$ cat src/rfidfc_pkg.sv
package rfidfc_pkg;

	localparam logic [7:0] STX_BYTE = 8'd2;
	localparam logic [7:0] ETX_BYTE = 8'd3;
	localparam logic [7:0] CR_BYTE  = 8'd13;
	localparam logic [7:0] LF_BYTE  = 8'd10;
	localparam logic [7:0] NOT_HEX  = 8'hFF;

	localparam int STORE_LEN = 12;

	// Frame positions: bytes of the current frame taken so far.
	localparam logic [4:0] POS_HUNT      = 5'd0;
	localparam logic [4:0] POS_TAG_FIRST = 5'd1;
	localparam logic [4:0] POS_TAG_LAST  = 5'd10;
	localparam logic [4:0] POS_SUM_FIRST = 5'd11;
	localparam logic [4:0] POS_SUM_LAST  = 5'd12;
	localparam logic [4:0] POS_CR        = 5'd13;
	localparam logic [4:0] POS_LF        = 5'd14;
	localparam logic [4:0] POS_ETX       = 5'd15;

	typedef enum logic [1:0] {
		STATUS_OK    = 2'd0,
		STATUS_FRAME = 2'd1,
		STATUS_SUM   = 2'd2
	} status_t;

	typedef struct packed {
		logic [39:0] tag_first_chars;
		logic [39:0] tag_last_chars;
		logic [15:0] check_chars;
		status_t     status;
	} result_t;

	function automatic logic [7:0] hex_value(input logic [7:0] c);
		logic [7:0] v;
		if (c inside {[8'h30:8'h39]}) begin
			v = c & 8'h0F;
		end else if (c inside {[8'h41:8'h46], [8'h61:8'h66]}) begin
			v = (c & 8'h0F) + 8'd9;
		end else begin
			v = NOT_HEX;
		end
		return v;
	endfunction

endpackage

$ cat src/rfidfc_frame_core.sv
module rfidfc_frame_core (
	input  logic               clk,
	input  logic               arst_n,
	input  logic               step,
	input  logic [7:0]         rx_byte,
	input  logic               in_range,
	output logic               done,
	output rfidfc_pkg::result_t result
);
	import rfidfc_pkg::*;

	logic [4:0] pos_q, pos_d;
	logic [7:0] even_xor_q, even_xor_d;
	logic [7:0] odd_xor_q, odd_xor_d;
	logic       trailer_error_q, trailer_error_d;
	logic [7:0] store_q [STORE_LEN];
	logic       store_we;
	logic [4:0] pos_m1;
	logic [3:0] store_idx;
	logic [7:0] digit;
	logic       frame_bad;
	logic       sum_bad;

	assign pos_m1    = pos_q - 5'd1;
	assign store_idx = pos_m1[3:0];
	assign digit     = hex_value(rx_byte);

	always_comb begin
		pos_d           = pos_q;
		even_xor_d      = even_xor_q;
		odd_xor_d       = odd_xor_q;
		trailer_error_d = trailer_error_q;
		store_we        = 1'b0;
		done            = 1'b0;
		if (step) begin
			if (!in_range) begin
				pos_d           = POS_HUNT;
				even_xor_d      = '0;
				odd_xor_d       = '0;
				trailer_error_d = 1'b0;
			end else if (pos_q inside {[POS_TAG_FIRST:POS_TAG_LAST]}) begin
				store_we = 1'b1;
				// Odd positions hold even-indexed tag characters.
				if (pos_q[0]) begin
					even_xor_d = even_xor_q ^ digit;
				end else begin
					odd_xor_d = odd_xor_q ^ digit;
				end
				pos_d = pos_q + 5'd1;
			end else if (pos_q inside {POS_SUM_FIRST, POS_SUM_LAST}) begin
				store_we = 1'b1;
				pos_d    = pos_q + 5'd1;
			end else if (pos_q == POS_CR) begin
				if (rx_byte != CR_BYTE) begin
					trailer_error_d = 1'b1;
				end
				pos_d = POS_LF;
			end else if (pos_q == POS_LF) begin
				if (rx_byte != LF_BYTE) begin
					trailer_error_d = 1'b1;
				end
				pos_d = POS_ETX;
			end else if (pos_q == POS_ETX) begin
				done            = 1'b1;
				pos_d           = POS_HUNT;
				even_xor_d      = '0;
				odd_xor_d       = '0;
				trailer_error_d = 1'b0;
			end else begin
				// Hunting: anything but the start byte is dropped.
				pos_d           = (rx_byte == STX_BYTE) ? POS_TAG_FIRST : POS_HUNT;
				even_xor_d      = '0;
				odd_xor_d       = '0;
				trailer_error_d = 1'b0;
			end
		end
	end

	always_ff @(posedge clk or negedge arst_n) begin
		if (!arst_n) begin
			pos_q           <= POS_HUNT;
			even_xor_q      <= '0;
			odd_xor_q       <= '0;
			trailer_error_q <= 1'b0;
		end else begin
			pos_q           <= pos_d;
			even_xor_q      <= even_xor_d;
			odd_xor_q       <= odd_xor_d;
			trailer_error_q <= trailer_error_d;
		end
	end

	always_ff @(posedge clk) begin
		if (store_we) begin
			store_q[store_idx] <= rx_byte;
		end
	end

	assign frame_bad = trailer_error_q || (rx_byte != ETX_BYTE);
	assign sum_bad   = (even_xor_q != hex_value(store_q[10])) ||
	                   (odd_xor_q != hex_value(store_q[11]));

	always_comb begin
		result.tag_first_chars = {store_q[0], store_q[1], store_q[2], store_q[3], store_q[4]};
		result.tag_last_chars  = {store_q[5], store_q[6], store_q[7], store_q[8], store_q[9]};
		result.check_chars     = {store_q[10], store_q[11]};
		if (frame_bad) begin
			result.status = STATUS_FRAME;
		end else if (sum_bad) begin
			result.status = STATUS_SUM;
		end else begin
			result.status = STATUS_OK;
		end
	end

`ifndef ASSERT_OFF
	a_pos_range: assert property (@(posedge clk) disable iff (!arst_n)
		pos_q <= POS_ETX)
		else $error("frame position out of range");

	a_out_of_range_restarts: assert property (@(posedge clk) disable iff (!arst_n)
		(step && !in_range) |=> (pos_q == POS_HUNT && even_xor_q == 8'd0 &&
		odd_xor_q == 8'd0 && !trailer_error_q))
		else $error("tag out of range did not restart the frame");

	a_done_returns_to_hunt: assert property (@(posedge clk) disable iff (!arst_n)
		done |=> (pos_q == POS_HUNT && !trailer_error_q))
		else $error("frame end did not return to hunting");
`endif

endmodule

$ cat src/rfid_ascii_frame_checker_top.sv
// Checks reader frames of STX, ten ASCII-hex tag characters, two checksum
// characters, CR, LF and ETX, one serial byte per request. A byte is taken
// every clock cycle while in_stall is low; an accepted ETX byte goes through the
// input register, and its result is then caught in the result register. A result
// appears only for a completed sixteen-byte frame, with status 0 valid,
// 1 framing error on CR, LF or ETX (which wins over a checksum error) and
// 2 checksum mismatch. A low in_range drops the partial frame. in_stall
// follows out_stall in the same cycle while a result is held and a byte waits.
module rfid_ascii_frame_checker_top (
	input  logic        clk,
	input  logic        arst_n,
	input  logic        in_valid,
	output logic        in_stall,
	input  logic [7:0]  rx_byte,
	input  logic        in_range,
	output logic        out_valid,
	input  logic        out_stall,
	output logic [39:0] tag_first_chars,
	output logic [39:0] tag_last_chars,
	output logic [15:0] check_chars,
	output logic [1:0]  status
);
	import rfidfc_pkg::*;

	logic       valid_s1;
	logic [7:0] byte_s1;
	logic       range_s1;
	logic       advance;
	logic       done;
	result_t    result;
	logic       out_valid_q;
	result_t    result_q;

	assign advance  = !out_valid_q || !out_stall;
	assign in_stall = valid_s1 && !advance;

	always_ff @(posedge clk or negedge arst_n) begin
		if (!arst_n) begin
			valid_s1 <= 1'b0;
		end else if (!in_stall) begin
			valid_s1 <= in_valid;
		end
	end

	always_ff @(posedge clk) begin
		if (in_valid && !in_stall) begin
			byte_s1  <= rx_byte;
			range_s1 <= in_range;
		end
	end

	rfidfc_frame_core u_core (
		.clk      (clk),
		.arst_n   (arst_n),
		.step     (valid_s1 && advance),
		.rx_byte  (byte_s1),
		.in_range (range_s1),
		.done     (done),
		.result   (result)
	);

	always_ff @(posedge clk or negedge arst_n) begin
		if (!arst_n) begin
			out_valid_q <= 1'b0;
		end else if (advance) begin
			out_valid_q <= done;
		end
	end

	always_ff @(posedge clk) begin
		if (done && advance) begin
			result_q <= result;
		end
	end

	assign out_valid       = out_valid_q;
	assign tag_first_chars = result_q.tag_first_chars;
	assign tag_last_chars  = result_q.tag_last_chars;
	assign check_chars     = result_q.check_chars;
	assign status          = result_q.status;

`ifndef ASSERT_OFF
	a_stall_needs_item: assert property (@(posedge clk) disable iff (!arst_n)
		in_stall |-> (valid_s1 && out_valid_q))
		else $error("input stalled without a waiting request");

	a_status_code: assert property (@(posedge clk) disable iff (!arst_n)
		out_valid_q |-> (result_q.status == STATUS_OK || result_q.status == STATUS_FRAME ||
		result_q.status == STATUS_SUM))
		else $error("result carries an unknown status");

	a_result_held: assert property (@(posedge clk) disable iff (!arst_n)
		(out_valid_q && out_stall) |=> (out_valid_q && $stable(result_q)))
		else $error("stalled result changed");
`endif

endmodule

$ cat config.mk
export PLATFORM = sky130hd
export DESIGN_NAME = rfid_ascii_frame_checker_top
export DESIGN_NICKNAME = d
export VERILOG_FILES = /design/src/rfidfc_pkg.sv /design/src/rfidfc_frame_core.sv /design/src/rfid_ascii_frame_checker_top.sv
export SDC_FILE = /design/constraint.sdc
export NUM_CORES = 1
export LEC_CHECK = 0
export ABC_AREA = 1
export BUFFER_PORTS_ARGS = -buffer_cell sky130_fd_sc_hd__buf_2
export CAP_MARGIN = 20
export CORE_MARGIN = 8
export CORE_UTILIZATION = 52
export DETAILED_ROUTE_END_ITERATION = 10
export GPL_ROUTABILITY_DRIVEN = 0
export GPL_TIMING_DRIVEN = 0
export PLACE_DENSITY = 0.77
export SYNTH_ARGS = -nofsm -noshare
export SYNTH_HDL_FRONTEND = slang
export SYNTH_HIERARCHICAL = 1
export SYNTH_SLANG_ARGS = --single-unit
$ cat constraint.sdc
create_clock -name clk -period 6.5 [get_ports clk]
set_clock_uncertainty 0.05 [all_clocks]
set_input_delay 0.325 -clock clk [delete_from_list [all_inputs] [get_ports clk]]
set_output_delay 0.325 -clock clk [all_outputs]
set_load 0.02 [all_outputs]
==> out/results.tsv <==
metric	value	unit
finalCritPeriodShare	54.7	%
slew_viol_final	0	
dp.final_hpwl	12200	um
ys_warn_count	6	
crit_type	reg2reg	
antenna_cells	0	
total_power	0.00355	W
end_kind	flop	
r2r-end	tag_first_chars[27]	
intPower	0.00259	W
dieArea	21300	sq um
p_leak	4.14	nW
grt_setup_unrepaired	false	
whs_path_depth	3	
fin_tns_setup	0	ns
hold_viol	0	
start_kind	flop	
grt_usage	16.6	%
synth-seq-cells	227	
switching_share	27.2	%
numPortBuffers	112	
power_density	335	nW/um^2
h-tree-depth	1	
antenna_left	0	
power.share.combinational	15.6	%
drive_above_1_share	26.8	%
cts.sinks	227	
globalRouteMet3Util	4.02	%
max_stage_delay	0.57	ns
grt-busiest-layer	met2	
vias	5432	
crit_slowest_cell	dfrtp_1	
clkTransAtPathRegs	0.06	ns
setup_viol	0	
cp_max_fo	39	
tritoncts	yes	
rr_startpoint	u_core/pos_q[0]	
syn_avg_cell_area	14.0	sq um
clk_latency	0.51	ns
max_cap_violations	0	
hp-class	in2reg	
grt_max_degree	40	
viasPerCell	5.32	
postCtsSetupBuffers	0	
critical_path_arrival	3.69	ns
grtUsageMet2	28.9	%
drt-initial-drc-count	552	
grt_pass1_vias	5401	
overflow	0	
power_frac_seq	49.4	%
crit_end	tag_first_chars[27]	
syn_to_final_growth	20.6	%
regToRegSetupSlack	2.95	ns
reg2reg_depth	13	
min_period	3.55	ns
nets	818	
fp.dieH	146	um
cts-buffers-inserted	22	
final_cell_mix	203 x edfxtp_1, 120 x buf_2, 113 x nand2_1, 63 x inv_1, 36 x nand3_1	
worstPathRequired	6.64	ns
synthCells	626	
crit_start	u_core/pos_q[0]	
crit_family	buffers and inverters	
tightest_slew	1.13	ns
peakVddDrop	0.195	mV
dr.pass1.iters	7	
path_cells	bufinv_8, ha_1, nand3_1, a31oi_2, nand2_2, inv_1, nor2_1, and3_1, inv_1, nor2_4, buf_16, buf_16, buf_12	
syn-cell-area	8790	sq um
grtUsageMet1	19.6	%
die_x	146	um
ios	113	
syn_nets	657	
run_status	finished, final reports clean	
p_sw	0.000965	W
cp_num_cells	13	
nFillCells	1194	
drcViolationCount	0	
grt_pass1_wl	28300	um
stdcell_area	10600	sq um
wire_per_inst	17.6	um
path_buf_inv	6	
slew_headroom	24.1	%
antenna_found_initial	0	
max_clock_freq	281	MHz
totalWireLength	18000	um
pre_cts_ws	2.99	ns
layout_commonest_cell	edfxtp_1	
setup_slack	2.95	ns
placed_cell_area	9730	sq um
clockBufferDepth	3	
std_cell_rows	47	
initial_utilization	53.0	%
clock_tree.root_cell	clkbuf_16	
core-area	16600	sq um
hold_ws	0.0231	ns
share_clk_of_total_power	35.0	%
ys_seq_area_share	76.2	%
synth.distinct_cells	40	
-- registers in the layout, summed over array words and instances (netlist names) --
signal / flops
u_core/store_q: 96
tag_first_chars: 40
tag_last_chars: 40
check_chars: 16
byte_s1: 8
u_core/even_xor_q: 8
u_core/odd_xor_q: 8
u_core/pos_q: 5
status: 2
out_valid: 1
range_s1: 1
u_core/trailer_error_q: 1
valid_s1: 1
-- metal layers --
layer  up-vias  part of all wire (%)
li1       2512                     -
met1      2604                    39
met2       271                    51
met3        45                   8.2
met4         0                   2.5
met5         -                     0
-- stage by stage --
stage | utilization [%] | instances
CTS | 63.7 | 1015
global route | 64.0 | 1022
detailed placement | 58.7 | 965
finish | 64.0 | 1022
global placement | 58.1 | 958
floorplan | - | 626
-- synthesized netlist by cell type (all sizes together) --
master    n  share of area (%)
inv      70                3.1
nor2b     1              0.071
buf      10                1.1
a31oi     1               0.14
a21boi    1              0.085
and3      1              0.071
nand2   129                6.1
nand4    22                1.6
nor3     19                1.2
o21ai    32                2.2
a21oi     5               0.33
nor2     38                1.8
dfrtp    24                6.8
and2      1               0.10
o22ai     2               0.14
xor2      4               0.40
nand3    39                2.4
bufinv    1               0.20
clkbuf    1              0.043
or2       2               0.14
o221ai    1               0.10
ha       18                2.6
xnor2     1               0.10
edfxtp  203                 69
-- repair_timing --
item | 4_1_cts | 5_1_grt
gates resized for setup | 0 | 0
endpoints found under the hold margin | 34 | 0
hold buffers | 11 | 0
-- final cells by class --
class / instances / area [sq um] / share of cell area, %
clock inverters: 14 / 134 / 1.26
clock buffers: 25 / 583 / 5.50
plain buffers: 11 / 96.3 / 0.908
flip-flops and latches: 227 / 6700 / 63.1
well taps: 220 / 275 / 2.60
repair buffers: 137 / 813 / 7.67
multi-input cells: 317 / 1720 / 16.2
inverters: 71 / 290 / 2.74
-- kinds of logic (layout without fill, tap and decap cells) --
logic type	after synthesis	in the layout	share of synthesized area, %
AND/OR/NAND/NOR	252	252	13.4
AO/OA/AOI/OAI	42	42	3.00
flip-flops	227	227	76.2
XOR/XNOR	5	5	0.498
adder cells (fa/ha/maj)	18	18	2.56
buffers and inverters	82	258	4.40
-- tightest hold or removal path, cell delays in order --
cell and delay (ns):
buf_2 0.09, nand2_1 0.06, nand2_1 0.06
-- how the worst min path moves through the flow --
| stage | from | to | slack [ns] |
|---|---|---|---|
| finish | out_stall | out_valid | 0.02 |
| global route | out_stall | out_valid | 0.03 |
| CTS | out_stall | out_valid | 0.0004 |
| detailed placement | arst_n | u_core/even_xor_q[1] | 0.29 |
| global placement | arst_n | u_core/even_xor_q[2] | 0.29 |
| floorplan | arst_n | out_valid | -0.02 |
-- power groups by stage --
stage | sequential (W) | clock [W] | combinational, W
after global routing | 0.00176 | 0.00132 | 0.000617
after CTS | 0.00175 | 0.00127 | 0.000540
final | 0.00175 | 0.00124 | 0.000554
after floorplan | 0.00175 | 0 | 0.000414
after global placement | 0.00178 | 0 | 0.000497
after detailed placement | 0.00178 | 0 | 0.000528
Power figures use the tool's default switching activity.
